<file path="src/kwsm_pkg.sv">
`timescale 1ns / 1ps
// ----------------------------------------------------------------------------
// kwsm_pkg
// Shared constants, types and helpers of the k-way sorted merge.
// ----------------------------------------------------------------------------
package kwsm_pkg;

  localparam int LANES       = 8;
  localparam int VALUE_WIDTH = 32;
  localparam int LANE_W      = $clog2(LANES);
  localparam int NPAIR       = (LANES + 1) / 2;
  localparam int CFG_W       = 4;
  localparam logic [CFG_W-1:0] CFG_RESET = CFG_W'(8);

  localparam int QUEUE_DEPTH = 2;
  localparam int QPTR_W      = (QUEUE_DEPTH > 1) ? $clog2(QUEUE_DEPTH) : 1;
  localparam int QCNT_W      = $clog2(QUEUE_DEPTH + 1);

  typedef enum logic [1:0] {
    OP_LOAD,
    OP_FINISH,
    OP_BAD_LANE
  } op_e;

  typedef enum logic [1:0] {
    ST_IDLE,
    ST_CHECK,
    ST_PICK
  } state_e;

  typedef struct packed {
    op_e                            op;
    logic [LANE_W-1:0]              lane;
    logic signed [VALUE_WIDTH-1:0]  value;
    logic                           last;
  } q_item_t;

  typedef struct packed {
    logic                           vld;
    logic [LANE_W-1:0]              lane;
    logic signed [VALUE_WIDTH-1:0]  value;
  } cand_t;

  function automatic logic [LANES-1:0] lanes_mask(input logic [CFG_W-1:0] n);
    int               cnt;
    logic [LANES-1:0] m;
    cnt = int'(n);
    if (cnt < 1) cnt = 1;
    if (cnt > LANES) cnt = LANES;
    for (int i = 0; i < LANES; i++) begin
      m[i] = (i < cnt);
    end
    return m;
  endfunction

  // Lower lane wins a tie.
  function automatic cand_t min_of(input cand_t a, input cand_t b);
    if (b.vld && (!a.vld || (b.value < a.value))) begin
      return b;
    end
    return a;
  endfunction

endpackage

</file>
<file path="src/kwsm_if.sv">
`timescale 1ns / 1ps
// ----------------------------------------------------------------------------
// kwsm_in_if / kwsm_out_if
// Valid/ready channels carrying merge input items and merge results.
// ----------------------------------------------------------------------------
interface kwsm_in_if;
  import kwsm_pkg::*;

  logic                          valid;
  logic                          ready;
  logic [LANE_W-1:0]             lane;
  logic signed [VALUE_WIDTH-1:0] value;
  logic                          lane_last;
  logic                          lane_empty;

  modport source (output valid, lane, value, lane_last, lane_empty, input ready);
  modport sink   (input valid, lane, value, lane_last, lane_empty, output ready);
endinterface

interface kwsm_out_if;
  import kwsm_pkg::*;

  logic                          valid;
  logic                          ready;
  logic signed [VALUE_WIDTH-1:0] merged_value;
  logic [LANE_W-1:0]             source_lane;
  logic                          merge_done;
  logic                          protocol_error;

  modport source (output valid, merged_value, source_lane, merge_done, protocol_error,
                  input ready);
  modport sink   (input valid, merged_value, source_lane, merge_done, protocol_error,
                  output ready);
endinterface

</file>
<file path="src/kwsm_front.sv">
`timescale 1ns / 1ps
// ----------------------------------------------------------------------------
// kwsm_front
// Accepts input items, tags each with its operation and queues it.
// ----------------------------------------------------------------------------
module kwsm_front (
  input  logic                    clk_i,
  input  logic                    rst_ni,
  input  logic [kwsm_pkg::LANES-1:0] active_i,
  kwsm_in_if.sink                 in_i,
  output logic                    q_vld_o,
  output kwsm_pkg::q_item_t       q_item_o,
  input  logic                    q_pop_i
);
  import kwsm_pkg::*;

  q_item_t             mem_q [QUEUE_DEPTH];
  logic [QPTR_W-1:0]   wr_ptr_q, wr_ptr_d;
  logic [QPTR_W-1:0]   rd_ptr_q, rd_ptr_d;
  logic [QCNT_W-1:0]   cnt_q, cnt_d;
  logic                push;
  logic                pop;
  q_item_t             item;

  assign in_i.ready = (cnt_q != QCNT_W'(QUEUE_DEPTH));
  assign push       = in_i.valid && in_i.ready;
  assign q_vld_o    = (cnt_q != '0);
  assign pop        = q_pop_i && q_vld_o;
  assign q_item_o   = mem_q[rd_ptr_q];

  always_comb begin
    item.lane  = in_i.lane;
    item.value = in_i.value;
    item.last  = in_i.lane_last;
    if (!active_i[in_i.lane]) begin
      item.op = OP_BAD_LANE;
    end else if (in_i.lane_empty) begin
      item.op = OP_FINISH;
    end else begin
      item.op = OP_LOAD;
    end
  end

  always_comb begin
    wr_ptr_d = wr_ptr_q;
    rd_ptr_d = rd_ptr_q;
    cnt_d    = cnt_q;
    if (push) begin
      wr_ptr_d = (wr_ptr_q == QPTR_W'(QUEUE_DEPTH - 1)) ? '0 : wr_ptr_q + 1'b1;
    end
    if (pop) begin
      rd_ptr_d = (rd_ptr_q == QPTR_W'(QUEUE_DEPTH - 1)) ? '0 : rd_ptr_q + 1'b1;
    end
    if (push && !pop) begin
      cnt_d = cnt_q + 1'b1;
    end else if (pop && !push) begin
      cnt_d = cnt_q - 1'b1;
    end
  end

  always_ff @(posedge clk_i or negedge rst_ni) begin
    if (!rst_ni) begin
      wr_ptr_q <= '0;
      rd_ptr_q <= '0;
      cnt_q    <= '0;
    end else begin
      wr_ptr_q <= wr_ptr_d;
      rd_ptr_q <= rd_ptr_d;
      cnt_q    <= cnt_d;
    end
  end

  always_ff @(posedge clk_i) begin
    if (push) begin
      mem_q[wr_ptr_q] <= item;
    end
  end

endmodule

</file>
<file path="src/kwsm_back.sv">
`timescale 1ns / 1ps
// ----------------------------------------------------------------------------
// kwsm_back
// Holds the lane heads, applies queued items, flags rejected ones and emits
// the smallest head through a registered min tree and an output register.
// ----------------------------------------------------------------------------
module kwsm_back (
  input  logic                    clk_i,
  input  logic                    rst_ni,
  input  logic [kwsm_pkg::LANES-1:0] active_i,
  input  logic                    q_vld_i,
  input  kwsm_pkg::q_item_t       q_item_i,
  output logic                    q_pop_o,
  kwsm_out_if.source              out_o
);
  import kwsm_pkg::*;

  state_e                        state_q, state_d;
  logic [LANES-1:0]              present_q, present_d;
  logic [LANES-1:0]              finished_q, finished_d;
  logic [LANES-1:0]              tail_q, tail_d;
  logic signed [VALUE_WIDTH-1:0] head_q [LANES];
  logic                          head_we;

  cand_t                         pair_q [NPAIR];
  cand_t                         pair_d [NPAIR];
  cand_t                         tree [NPAIR];
  cand_t                         best;

  logic                          out_vld_q;
  logic signed [VALUE_WIDTH-1:0] out_val_q, out_val_d;
  logic [LANE_W-1:0]             out_lane_q, out_lane_d;
  logic                          out_done_q, out_done_d;
  logic                          out_err_q, out_err_d;
  logic                          out_load;
  logic                          out_free;

  logic                          err_sel;
  logic                          all_ready;
  logic                          all_done;
  logic [LANES-1:0]              fin_vec;

  assign out_free = !out_vld_q || out_o.ready;
  assign err_sel  = (q_item_i.op == OP_BAD_LANE) || present_q[q_item_i.lane]
                    || finished_q[q_item_i.lane];
  assign all_ready = &(present_q | finished_q | ~active_i);
  assign all_done  = &(finished_q | ~active_i);

  always_comb begin
    for (int p = 0; p < NPAIR; p++) begin
      cand_t lo;
      cand_t hi;
      lo.vld   = present_q[2*p] && active_i[2*p];
      lo.lane  = LANE_W'(2*p);
      lo.value = head_q[2*p];
      hi       = '0;
      if (2*p + 1 < LANES) begin
        hi.vld   = present_q[2*p+1] && active_i[2*p+1];
        hi.lane  = LANE_W'(2*p + 1);
        hi.value = head_q[2*p+1];
      end
      pair_d[p] = min_of(lo, hi);
    end
  end

  always_comb begin
    for (int j = 0; j < NPAIR; j++) begin
      tree[j] = pair_q[j];
    end
    for (int s = 1; s < NPAIR; s = s * 2) begin
      for (int j = 0; j + s < NPAIR; j = j + 2 * s) begin
        tree[j] = min_of(tree[j], tree[j+s]);
      end
    end
    best = tree[0];
  end

  always_comb begin
    state_d    = state_q;
    present_d  = present_q;
    finished_d = finished_q;
    tail_d     = tail_q;
    head_we    = 1'b0;
    q_pop_o    = 1'b0;
    out_load   = 1'b0;
    out_val_d  = out_val_q;
    out_lane_d = out_lane_q;
    out_done_d = 1'b0;
    out_err_d  = 1'b0;
    fin_vec    = finished_q;
    case (state_q)
      ST_IDLE: begin
        if (q_vld_i) begin
          if (err_sel) begin
            if (out_free) begin
              q_pop_o    = 1'b1;
              out_load   = 1'b1;
              out_val_d  = '0;
              out_lane_d = q_item_i.lane;
              out_err_d  = 1'b1;
            end
          end else begin
            q_pop_o = 1'b1;
            if (q_item_i.op == OP_FINISH) begin
              finished_d[q_item_i.lane] = 1'b1;
            end else begin
              head_we                  = 1'b1;
              present_d[q_item_i.lane] = 1'b1;
              tail_d[q_item_i.lane]    = q_item_i.last;
            end
            state_d = ST_CHECK;
          end
        end
      end
      ST_CHECK: begin
        if (!all_ready) begin
          state_d = ST_IDLE;
        end else if (all_done) begin
          present_d  = '0;
          finished_d = '0;
          tail_d     = '0;
          state_d    = ST_IDLE;
        end else begin
          state_d = ST_PICK;
        end
      end
      ST_PICK: begin
        if (out_free) begin
          out_load              = 1'b1;
          out_val_d             = best.value;
          out_lane_d            = best.lane;
          present_d[best.lane]  = 1'b0;
          if (tail_q[best.lane]) begin
            tail_d[best.lane]     = 1'b0;
            finished_d[best.lane] = 1'b1;
            fin_vec[best.lane]    = 1'b1;
          end
          out_done_d = &(fin_vec | ~active_i);
          if (out_done_d) begin
            present_d  = '0;
            finished_d = '0;
            tail_d     = '0;
            state_d    = ST_IDLE;
          end else begin
            state_d = ST_CHECK;
          end
        end
      end
      default: begin
        state_d = ST_IDLE;
      end
    endcase
  end

  always_ff @(posedge clk_i or negedge rst_ni) begin
    if (!rst_ni) begin
      state_q    <= ST_IDLE;
      present_q  <= '0;
      finished_q <= '0;
      tail_q     <= '0;
      out_vld_q  <= 1'b0;
    end else begin
      state_q    <= state_d;
      present_q  <= present_d;
      finished_q <= finished_d;
      tail_q     <= tail_d;
      if (out_load) begin
        out_vld_q <= 1'b1;
      end else if (out_o.ready) begin
        out_vld_q <= 1'b0;
      end
    end
  end

  always_ff @(posedge clk_i) begin
    if (head_we) begin
      head_q[q_item_i.lane] <= q_item_i.value;
    end
  end

  always_ff @(posedge clk_i) begin
    for (int p = 0; p < NPAIR; p++) begin
      pair_q[p] <= pair_d[p];
    end
    if (out_load) begin
      out_val_q  <= out_val_d;
      out_lane_q <= out_lane_d;
      out_done_q <= out_done_d;
      out_err_q  <= out_err_d;
    end
  end

  assign out_o.valid          = out_vld_q;
  assign out_o.merged_value   = out_val_q;
  assign out_o.source_lane    = out_lane_q;
  assign out_o.merge_done     = out_done_q;
  assign out_o.protocol_error = out_err_q;

`ifndef SYNTHESIS
  a_pick_has_head: assert property (@(posedge clk_i) disable iff (!rst_ni)
    state_q == ST_PICK |-> best.vld)
    else $error("min tree found no head in pick state");

  a_head_xor_finished: assert property (@(posedge clk_i) disable iff (!rst_ni)
    (present_q & finished_q) == '0)
    else $error("lane both holds a head and is finished");

  a_tail_needs_head: assert property (@(posedge clk_i) disable iff (!rst_ni)
    (tail_q & ~present_q) == '0)
    else $error("tail flag set on a lane without a head");

  a_done_clears: assert property (@(posedge clk_i) disable iff (!rst_ni)
    out_load && out_done_d |=> present_q == '0 && finished_q == '0 && tail_q == '0)
    else $error("lane state not cleared after final element");

  a_error_keeps_state: assert property (@(posedge clk_i) disable iff (!rst_ni)
    q_pop_o && err_sel && state_q == ST_IDLE
      |=> $stable(present_q) && $stable(finished_q) && $stable(tail_q))
    else $error("rejected item changed lane state");
`endif

endmodule

</file>
<file path="src/k_way_sorted_merge.sv">
`timescale 1ns / 1ps
// ----------------------------------------------------------------------------
// k_way_sorted_merge
// Merges up to LANES ascending signed streams into one ascending stream.
// ----------------------------------------------------------------------------
// Usage:
//   in_i   : one element, or an empty-lane mark, for one lane per transfer.
//   out_o  : merged elements in ascending order, ties to the lowest lane;
//            merge_done flags the last element of a merge, protocol_error
//            flags an item for an inactive, occupied or finished lane.
//   cfg_we_i / cfg_wdata_i : number of active lanes (0 acts as 1, above
//            LANES acts as LANES); write only while the block is idle.
// Flow:
//   Items pass a two-entry queue into the merge engine, which takes one
//   item at a time: it applies the item and checks the readiness of all
//   lanes, then passes each emitted element through the pair compare
//   stage and the rest of the min tree into the output register. A
//   rejected item leaves the lanes unchanged and loads an error result.
// Reset and stall:
//   Reset clears all lanes, the queue and the output valid flag and sets the
//   active lane count to LANES. While out_o is stalled the engine holds its
//   pending element and the queue keeps taking items until full.
// ----------------------------------------------------------------------------
module k_way_sorted_merge (
  input  logic                       clk_i,
  input  logic                       rst_ni,
  input  logic                       cfg_we_i,
  input  logic [kwsm_pkg::CFG_W-1:0] cfg_wdata_i,
  kwsm_in_if.sink                    in_i,
  kwsm_out_if.source                 out_o
);
  import kwsm_pkg::*;

  logic [LANES-1:0] active_q;
  logic             q_vld;
  q_item_t          q_item;
  logic             q_pop;

  always_ff @(posedge clk_i or negedge rst_ni) begin
    if (!rst_ni) begin
      active_q <= lanes_mask(CFG_RESET);
    end else if (cfg_we_i) begin
      active_q <= lanes_mask(cfg_wdata_i);
    end
  end

  kwsm_front u_front (
    .clk_i    (clk_i),
    .rst_ni   (rst_ni),
    .active_i (active_q),
    .in_i     (in_i),
    .q_vld_o  (q_vld),
    .q_item_o (q_item),
    .q_pop_i  (q_pop)
  );

  kwsm_back u_back (
    .clk_i    (clk_i),
    .rst_ni   (rst_ni),
    .active_i (active_q),
    .q_vld_i  (q_vld),
    .q_item_i (q_item),
    .q_pop_o  (q_pop),
    .out_o    (out_o)
  );

endmodule

</file>
<file path="src/flat_wrapper.sv">
// flat-port wrapper written by rule: the top's interface ports become plain ports
module k_way_sorted_merge_flat import kwsm_pkg::*;
  (clk_i, rst_ni, cfg_we_i, cfg_wdata_i, in_i_valid, in_i_lane, in_i_value, in_i_lane_last, in_i_lane_empty, in_i_ready, out_o_valid, out_o_merged_value, out_o_source_lane, out_o_merge_done, out_o_protocol_error, out_o_ready);
  kwsm_in_if in_i_i ();
  kwsm_out_if out_o_i ();
  input  logic clk_i;
  input  logic rst_ni;
  input  logic cfg_we_i;
  input  logic [kwsm_pkg::CFG_W-1:0] cfg_wdata_i;
  input wire logic [$bits(in_i_i.valid)-1:0] in_i_valid;
  input wire logic [$bits(in_i_i.lane)-1:0] in_i_lane;
  input wire logic [$bits(in_i_i.value)-1:0] in_i_value;
  input wire logic [$bits(in_i_i.lane_last)-1:0] in_i_lane_last;
  input wire logic [$bits(in_i_i.lane_empty)-1:0] in_i_lane_empty;
  output wire logic [$bits(in_i_i.ready)-1:0] in_i_ready;
  output wire logic [$bits(out_o_i.valid)-1:0] out_o_valid;
  output wire logic [$bits(out_o_i.merged_value)-1:0] out_o_merged_value;
  output wire logic [$bits(out_o_i.source_lane)-1:0] out_o_source_lane;
  output wire logic [$bits(out_o_i.merge_done)-1:0] out_o_merge_done;
  output wire logic [$bits(out_o_i.protocol_error)-1:0] out_o_protocol_error;
  input wire logic [$bits(out_o_i.ready)-1:0] out_o_ready;
  assign in_i_i.valid = in_i_valid;
  assign in_i_i.lane = in_i_lane;
  assign in_i_i.value = in_i_value;
  assign in_i_i.lane_last = in_i_lane_last;
  assign in_i_i.lane_empty = in_i_lane_empty;
  assign in_i_ready = in_i_i.ready;
  assign out_o_valid = out_o_i.valid;
  assign out_o_merged_value = out_o_i.merged_value;
  assign out_o_source_lane = out_o_i.source_lane;
  assign out_o_merge_done = out_o_i.merge_done;
  assign out_o_protocol_error = out_o_i.protocol_error;
  assign out_o_i.ready = out_o_ready;
  k_way_sorted_merge u_core (.clk_i(clk_i), .rst_ni(rst_ni), .cfg_we_i(cfg_we_i), .cfg_wdata_i(cfg_wdata_i), .in_i(in_i_i), .out_o(out_o_i));
endmodule
</file>
<file path="config.mk">
export PLATFORM = sky130hd
export DESIGN_NAME = k_way_sorted_merge_flat
export DESIGN_NICKNAME = d
export VERILOG_FILES = /design/src/kwsm_pkg.sv /design/src/kwsm_if.sv /design/src/kwsm_front.sv /design/src/kwsm_back.sv /design/src/k_way_sorted_merge.sv /design/src/flat_wrapper.sv
export SDC_FILE = /design/constraint.sdc
export NUM_CORES = 1
export LEC_CHECK = 0
export ABC_AREA = 1
export BUFFER_PORTS_ARGS = -buffer_cell sky130_fd_sc_hd__buf_2
export CAP_MARGIN = 0
export CORE_MARGIN = 2
export CORE_UTILIZATION = 25
export DETAILED_ROUTE_END_ITERATION = 7
export SLEW_MARGIN = 0
export SYNTH_ARGS = -nofsm -noshare
export SYNTH_HDL_FRONTEND = slang
export SYNTH_SLANG_ARGS = --single-unit
</file>
<file path="constraint.sdc">
create_clock -name clk_i -period 7.35 [get_ports clk_i]
set_input_delay 0 -clock clk_i [delete_from_list [all_inputs] [get_ports clk_i]]
set_output_delay 0 -clock clk_i [all_outputs]
set_load 0.05 [all_outputs]
</file>
==> summary.txt, run 1 <==
Yosys
  – Library cells used by synthesis: between 50 and 60
  – Mux contribution to synthesized area: less than 1%
  – Ys Warns: 0
  – Prevailing post-synth register cell: edfxtp_1
  – Post-synth EDFFs: between 300 and 400
  – Asr flop ratio synth: between 7 and 8%
  – Sequential fraction of the synthesis area: 59.1%
  – Post-Synth Simple-Gate Area: between 10% and 20%
  – Synth Area in Compound Gates: 10.8%
  – Syn Area/Cell: around 10 µm²
  – Synthesis-stage register bit count: ~540
  – Synthesized area: ~25,000 µm²
  – Synth Net Count: between 2,000 and 3,000
  – Largest family of logic cells by synthesized area: simple AND/OR/NAND/NOR gates
  – Syn Inst Count: roughly 2,400
  – Synth Area in XOR/XNOR: less than 1%
  – Adder-cell share of the synthesized area: between 10 and 15%

Clock network
  – # H-tree levels: 2
  – Clock Path Buffers: 3
  – Later-pin clock latency in the skew report: roughly 0.62 ns
  – CTS tree: built
  – Clock Sinks: between 500 and 600
  – Number of CTS-inserted buffers: between 50 and 60
  – CTS root buf: clkbuf_16
  – Clock transition at path regs: 0.06 ns

Cells and area
  – Share of layout cells above drive strength 1: a little under a tenth
  – Area grow syn2layout: 17.4%
  – Nets: approximately 2,800
  – FILL cells: slightly above 10,000
  – Design Area, Final: between 20,000 and 30,000 µm²
  – Diode count: 0

Global routing
  – Overall routing resource usage: 12.5%
  – Vias in the first global route: 17,100
  – First-pass GRT wire length: between 90 and 100 mm
  – Initial antenna violation count: 2
  – Largest net degree at the start of global routing: 70
  – Grt ovf: 0

Setup path
  – Critical Path Fanout Max: 40
  – Crit path launch type: register
  – Critical Path Sink Type: register
  – Critical path type: register to register
  – Crit-path slowest cell: inv_1
  – Worst reg2reg setup slack: between 0.9 and 1 ns
  – Most used cell, CP: nand2_1
  – Worst EP required: between 7 and 8 ns
  – Critical path data arrival time: about 6.9 ns
  – Crit-path max cell delay: slightly above 0.4 ns

Floorplan
  – Row Count: about 120
  – Die height: between 300 and 400 µm
  – Die W: approximately 320 µm
  – I/O pin count: 85
  – Initial Util: 25.1%
  – DIE AREA: approximately 100,000 µm²
  – Core area: between 90,000 and 100,000 µm²

Route
  – DRT Pass-1 Iters: 5
  – Routed via count: 17,100
  – # DRC: 0
  – Drt via density: 4.38
  – Detailed Route Iter0 Violations: around 1,200
  – Wirelength per Cell: 16.5 µm
  – Number of nets with antenna violations after routing: 0
  – Routed WL: 64.6 mm

Pwr
  – NetSw: ~0.0053 W
  – Part of the power in registers: between 30% and 40%
  – Static Leak: between 10 and 15 nW
  – Cell internal pwr: 0.00727 W
  – PwrDens: 426 nW/µm²
  – Worst vdd ir: approximately 0.27 mV
  – Post-layout power: approximately 0.013 W
  – Clk pwr share: a little under a quarter
  – Comb pwr share: between 40% and 50%
  – Sw Ratio: a little over two fifths

STA
  – Final setup fails: 0
  – Tightest Pin Transition: around 1.1 ns
  – Unrepaired setup endpoints after global routing: no
  – Final Skew: 0.0215 ns
  – Tmin final: around 6.4 ns
  – Pins Over Slew Limit: 0
  – Final hold violations: 0
  – Worst Slack Setup Final: 0.919 ns
  – Hold WS: 0.0886 ns
  – Setup TNS: 0 ns
  – Final worst-path cycle share: 87.5%
  – Achievable frequency: approximately 160 MHz
  – Max-slew headroom: approximately a quarter

Placed design
  – Dpl cell area: around 27,000 µm²
  – Port Buffers: 84
  – Post-DP HPWL: roughly 46 mm
  – Placer Congestion: between 0.9 and 1
  – Setup WS pre-CTS: just over 0.7 ns

Run
  – Max Cap Viol: 0

Run status
  – Status: finished clean

Worst hold path
  – Hold WC Path Type: input port to register
-- power groups by stage --
stage,registers (W),clock network [W],logic [W]
5_1_grt,0.00461,0.00310,0.00568
3_5_place_dp,0.00461,0,0.00501
2_1_floorplan,0.00489,0,0.00310
3_3_place_gp,0.00461,0,0.00495
4_1_cts,0.00455,0.00299,0.00505
6_report,0.00455,0.00293,0.00505
-- metrics by stage --
step           utilization (%)  cells
2_1_floorplan                -   2425
3_3_place_gp              27.1   3755
3_5_place_dp              27.1   3755
4_1_cts                   29.5   3912
5_1_grt                   29.5   3912
6_report                  29.5   3912
-- Yosys cell counts (9+ instances only) --
cell | number | area, µm²
nand3_1 | 53 | 265
dfrtp_1 | 31 | 776
a21oi_1 | 146 | 731
nand2_1 | 542 | 2030
nand4_1 | 28 | 175
a21boi_1 | 14 | 105
dfxtp_1 | 136 | 2720
o211ai_1 | 12 | 90.1
inv_1 | 305 | 1140
a211oi_1 | 9 | 67.6
o21ai_0 | 273 | 1370
ha_1 | 222 | 2780
nand2_2 | 9 | 56.3
clkbuf_1 | 55 | 206
nor2_1 | 93 | 349
edfxtp_1 | 369 | 11100
nor3_1 | 16 | 80.1
-- flip-flops by register name (all words and copies together), names as in the netlist, 2 cells and up, named ones only --
signal and flops:
u_core.u_front.cnt_q 2, u_core.u_back.finished_q 8, u_core.u_back.present_q 8, u_core.u_back.out_o.merged_value 32
u_core.u_back.state_q 2, u_core.u_front.mem_q 76, u_core.u_back.out_o.source_lane 3, u_core.active_q 8
u_core.u_back.pair_q 136, u_core.u_back.head_q 256
-- cell usage in the layout, fill, tap and decap left out, types with 10 or more instances in the layout --
cell type and n:
nand2_1 541, edfxtp_1 369, inv_1 304, o21ai_0 272, ha_1 221, a21oi_1 146
dfxtp_1 136, buf_2 84, nor2_1 83, clkbuf_16 58, nand3_1 53, dlygate4sd3_1 49
dfrtp_1 30, nand4_1 28, clkinv_1 17, nor3_1 16, a21boi_1 14, clkbuf_1 13
buf_4 13, o211ai_1 12, nor2_4 11, clkinv_2 11, nand2_2 10
-- what timing repair did --
item / 4_1_cts / 5_1_grt
setup buffers: 0 / 0
gates resized for setup: 0 / 2
setup endpoints to repair: 0 / 16
hold endpoints to repair: 124 / 0
hold buffers: 49 / 0
-- area by class of cell --
| class | count | area [µm²] | share of cell area (%) |
|---|---|---|---|
| sequential | 544 | 14800 | 50.3 |
| multi-input combinational | 1497 | 8850 | 30.1 |
| tap | 1298 | 1620 | 5.53 |
| clock buffer | 75 | 1560 | 5.29 |
| inverter | 319 | 1200 | 4.09 |
| timing repair buffer | 146 | 1010 | 3.43 |
| clock inverter | 33 | 345 | 1.18 |
-- worst max-delay path, delay by kind of cell (launching register included) --
family | cells | cell delay (ns)
buffers and inverters | 4 | 0.60
AND/OR/NAND/NOR | 32 | 3.94
flip-flops | 1 | 0.30
adder cells (fa/ha/maj) | 2 | 0.57
AO/OA/AOI/OAI | 6 | 0.87
-- routing by layer --
layer  global-route usage [%]  wire length [µm]  vias up
met1                     16.7             29600     8043
met2                     20.5             29400      407
met3                     2.32              3750       98
met4                     3.85              1810        0
li1                         -                 -     8588
met5                        0                 0        -
-- path summary, 6_finish.rpt --
check,from,to,cells after the start
max reg2reg,u_core.u_back.pair_q[0][5]$_DFF_P_,register,44
min,in_i_value[6],u_core.u_front.mem_q[1][7]$_DFFE_PP_,2
min in group asynchronous,rst_ni,u_core.u_back.finished_q[0]$_DFFE_PN0P_,2
min reg2reg,u_core.u_back.head_q[0][0]$_DFFE_PP_,u_core.u_back.pair_q[0][0]$_DFF_P_,2
max,u_core.u_back.pair_q[0][5]$_DFF_P_,register,44
max in group asynchronous,rst_ni,u_core.u_front.rd_ptr_q$_DFFE_PN0P_,2
-- logic make-up (layout without fill, tap and decap cells) --
logic type,after synthesis,count (layout)
buffers and inverters,384,573
DFF,544,544
AOI/OAI and AO/OA,497,497
xor gates and xnor gates,3,3
muxes,2,2
and+or+nand+nor,773,773
adders and majority gates,222,222
No activity file was read; power rests on OpenSTA's default activity.
==> run 2, diff against run 1 <==
--- a/config.mk
+++ b/config.mk
@@ -11,6 +11,7 @@
 export CORE_MARGIN = 2
 export CORE_UTILIZATION = 25
 export DETAILED_ROUTE_END_ITERATION = 7
+export GPL_TIMING_DRIVEN = 0
 export SLEW_MARGIN = 0
 export SYNTH_ARGS = -nofsm -noshare
 export SYNTH_HDL_FRONTEND = slang
==> run 2 against run 1 <==
  * Combinational power rose by 7.7%
  * Global-route usage rose by 0.41 points
  * Critical path depth down 7
  * Clock power is 1% lower
  * Fmax shrank 5.1%
  * Count of clock-buffer cells in the layout rose by 3
  * Clock skew rose by 0.032 ns
  * Routed wire length rose by 3.7%
  * Sequential cell count unchanged
  * Via count is 3.1% higher
  * Final area up 1.4%
  * Largest cell class unchanged
  * Highest routed layer is now met5
==> summary.txt, run 2 (same netlist as run 1, synthesis figures left out) <==
Setup path
  – Worst r2r src: u_core.u_back.pair_q[2][31]$_DFF_P_
  – Critical Path Sink Type: register
  – Worst EP required: 7.83 ns (-0.03 ns)
  – Crit-path slowest cell: o21ai_0
  – Crit path launch type: register
  – Critical path data arrival time: 7.25 ns (+0.31 ns)
  – Worst reg2reg setup slack: 0.57 ns (-0.34 ns)
  – Critical Path Fanout Max: 10 (-75%)
  – Most used cell, CP: nand2_1
  – FF-to-FF End: u_core.u_back.finished_q[0]$_DFFE_PN0P_
  – Critical path type: register to register
  – Crit-path max cell delay: 0.54 ns (+0.13 ns)
  – R2R cell count: 37 (-16%)

Cells and area
  – Share of layout cells above drive strength 1: 9.44% (+0.068 points)
  – FILL cells: 10,200 (+0.38%)
  – Nets: 2,898 (+2.3%)
  – Top flop regs: u_core.u_back.head_q x256, u_core.u_back.pair_q x136, u_core.u_front.mem_q x76
  – Diode count: 0 (unchanged)
  – Max reg flops: 256 (unchanged)
  – Largest Register: u_core.u_back.head_q
  – Area grow syn2layout: 19.1%
  – Most frequent cells in the layout: nand2_1, edfxtp_1, inv_1
  – Commonest non-fill, non-tap cell in the layout: nand2_1

Clock network
  – Later-pin clock latency in the skew report: 0.66 ns (+0.04 ns)
  – # H-tree levels: 2 (unchanged)
  – Clock Sinks: 544 (unchanged)
  – Clock transition at path regs: 0.06 ns (about the same)
  – CTS root buf: clkbuf_16
  – Setup bufs post-CTS: 0 (unchanged)
  – Number of CTS-inserted buffers: 58 (unchanged)
  – Clock Path Buffers: 3 (unchanged)
  – CTS tree: built

Floorplan
  – Initial Util: 25.1% (unchanged)
  – Row Count: 116 (unchanged)
  – Die height: 320 µm (unchanged)
  – Core area: 99,700 µm² (unchanged)
  – Die W: 320 µm (unchanged)
  – I/O pin count: 85 (unchanged)
  – DIE AREA: 103,000 µm² (unchanged)

Pwr
  – PwrDens: 432 nW/µm² (+1.3%)
  – Worst vdd ir: 0.336 mV (+24%)
  – Static Leak: 12.3 nW (+1.2%)
  – Post-layout power: 0.0129 W (+2.7%)

Worst hold path
  – Hold path depth: 2 (unchanged)
  – Hold Path End: u_core.u_front.mem_q[1][5]$_DFFE_PP_
  – Hold Crit Start: in_i_value[4]
  – Hold WC Path Type: input port to register

STA
  – Final worst-path cycle share: 92.2% (+4.7 points)
  – Tightest Pin Transition: 1.10 ns (-0.0466 ns)
  – Tmin final: 6.78 ns (+0.344 ns)
  – Achievable frequency: 148 MHz (-5.1%)
  – Final hold violations: 0 (unchanged)
  – Pins Over Slew Limit: 0 (unchanged)
  – Max-slew headroom: 24.8% (+1.4 points)
  – Setup TNS: 0 ns (unchanged)
  – Unrepaired setup endpoints after global routing: no
  – Final Skew: 0.0531 ns (+0.0316 ns)
  – Final setup fails: 0 (unchanged)

Run
  – Max Cap Viol: 0 (unchanged)

Route
  – Number of nets with antenna violations after routing: 0 (unchanged)
  – Routed via count: 17,700 (+3.1%)
  – # DRC: 0 (unchanged)
  – Wirelength per Cell: 16.8 µm (+2.0%)
  – DRT Pass-1 Iters: 6 (+1)
  – Drt via density: 4.44 (+1.3%)
  – Routed WL: 67.0 mm (+3.7%)
  – Detailed Route Iter0 Violations: 1,424 (+19%)

Placed design
  – Placer Congestion: 0.876 (-4.0%)
  – Port Buffers: 84 (unchanged)
  – Post-DP HPWL: 50.6 mm (+9.2%)

Global routing
  – Overall routing resource usage: 12.9% (+0.41 points)
  – Largest net degree at the start of global routing: 40 (-43%)
  – First-pass GRT wire length: 100 mm (+2.1%)
  – Initial antenna violation count: 6 (+4)
  – Grt ovf: 0 (unchanged)
  – Vias in the first global route: 17,700 (+3.6%)

Run status
  – Status: finished clean
-- run 2: critical path: cells and delay by family, from the launching register on --
kind / cells / cell delay (ns)
adders and majority gates: 2 / 0.69
AOI/OAI and AO/OA: 6 / 1.48
and+or+nand+nor: 23 / 3.04
buffers and inverters: 6 / 1.07
DFF: 1 / 0.32
-- run 2: layout make-up --
class | count | area (µm²) | area share (%)
Sequential cell | 544 | 14800 | 49.6
Multi-Input combinational cell | 1497 | 8850 | 29.7
Tap cell | 1298 | 1620 | 5.45
Clock buffer | 78 | 1580 | 5.29
Inverter | 319 | 1200 | 4.03
Timing Repair Buffer | 146 | 1180 | 3.95
Clock inverter | 32 | 324 | 1.09
Buffer | 64 | 259 | 0.869
-- run 2: power breakdown --
part | total, W | switching (W) | internal (W)
sequential | 0.00452 | 0.000284 | 0.00424
combinational | 0.00544 | 0.00402 | 0.00142
clock | 0.00289 | 0.00126 | 0.00163
-- run 2: repair_timing --
| action | 4_1_cts | 5_1_grt |
|---|---|---|
| hold endpoints to repair | 125 | 0 |
| hold buffers | 50 | 0 |
| gates resized for setup | 0 | 10 |
| setup endpoints to repair | 29 | 56 |
-- run 2: worst max path at each step --
stage / startpoint / to / slack (ns) / cells past startpoint
finish: u_core.u_back.pair_q[2][31]$_DFF_P_ / u_core.u_back.finished_q[0]$_DFFE_PN0P_ / 0.57 / 37
global route: u_core.u_back.pair_q[0][5]$_DFF_P_ / u_core.u_back.finished_q[0]$_DFFE_PN0P_ / 0.05 / 39
CTS: u_core.u_back.pair_q[0][5]$_DFF_P_ / u_core.u_back.out_o.source_lane[2]$_DFFE_PP_ / 0.02 / 33
detailed placement: u_core.u_back.pair_q[0][5]$_DFF_P_ / u_core.u_back.finished_q[6]$_DFFE_PN0P_ / -0.06 / 43
global placement: u_core.u_back.pair_q[0][5]$_DFF_P_ / u_core.u_back.finished_q[0]$_DFFE_PN0P_ / -0.09 / 43
floorplan: u_core.u_back.pair_q[2][31]$_DFF_P_ / u_core.u_back.state_q[0]$_DFFE_PN0P_ / 2.30 / 39
-- run 2: metal layers --
metal,vias up,share of wire (%),track usage (%)
met2,446,46,21.7
met1,8368,44,16.3
met5,-,0.010,0
met3,127,5.6,2.35
met4,2,3.8,5.60
li1,8717,-,-
-- run 2: per-stage QoR --
step | util [%] | cells | hold slack, ns | setup slack, ns | area [µm²]
3_5_place_dp | 27.5 | 3819 | 0.192 | -0.0552 | 27400
5_1_grt | 29.9 | 3978 | 0.0691 | 0.0504 | 29800
2_1_floorplan | - | 2425 | -0.296 | 2.30 | 25000
6_report | 29.9 | 3978 | 0.0702 | 0.575 | 29800
4_1_cts | 29.9 | 3978 | 0.0340 | 0.0208 | 29800
3_3_place_gp | 27.1 | 3807 | 0.190 | -0.0942 | 27100
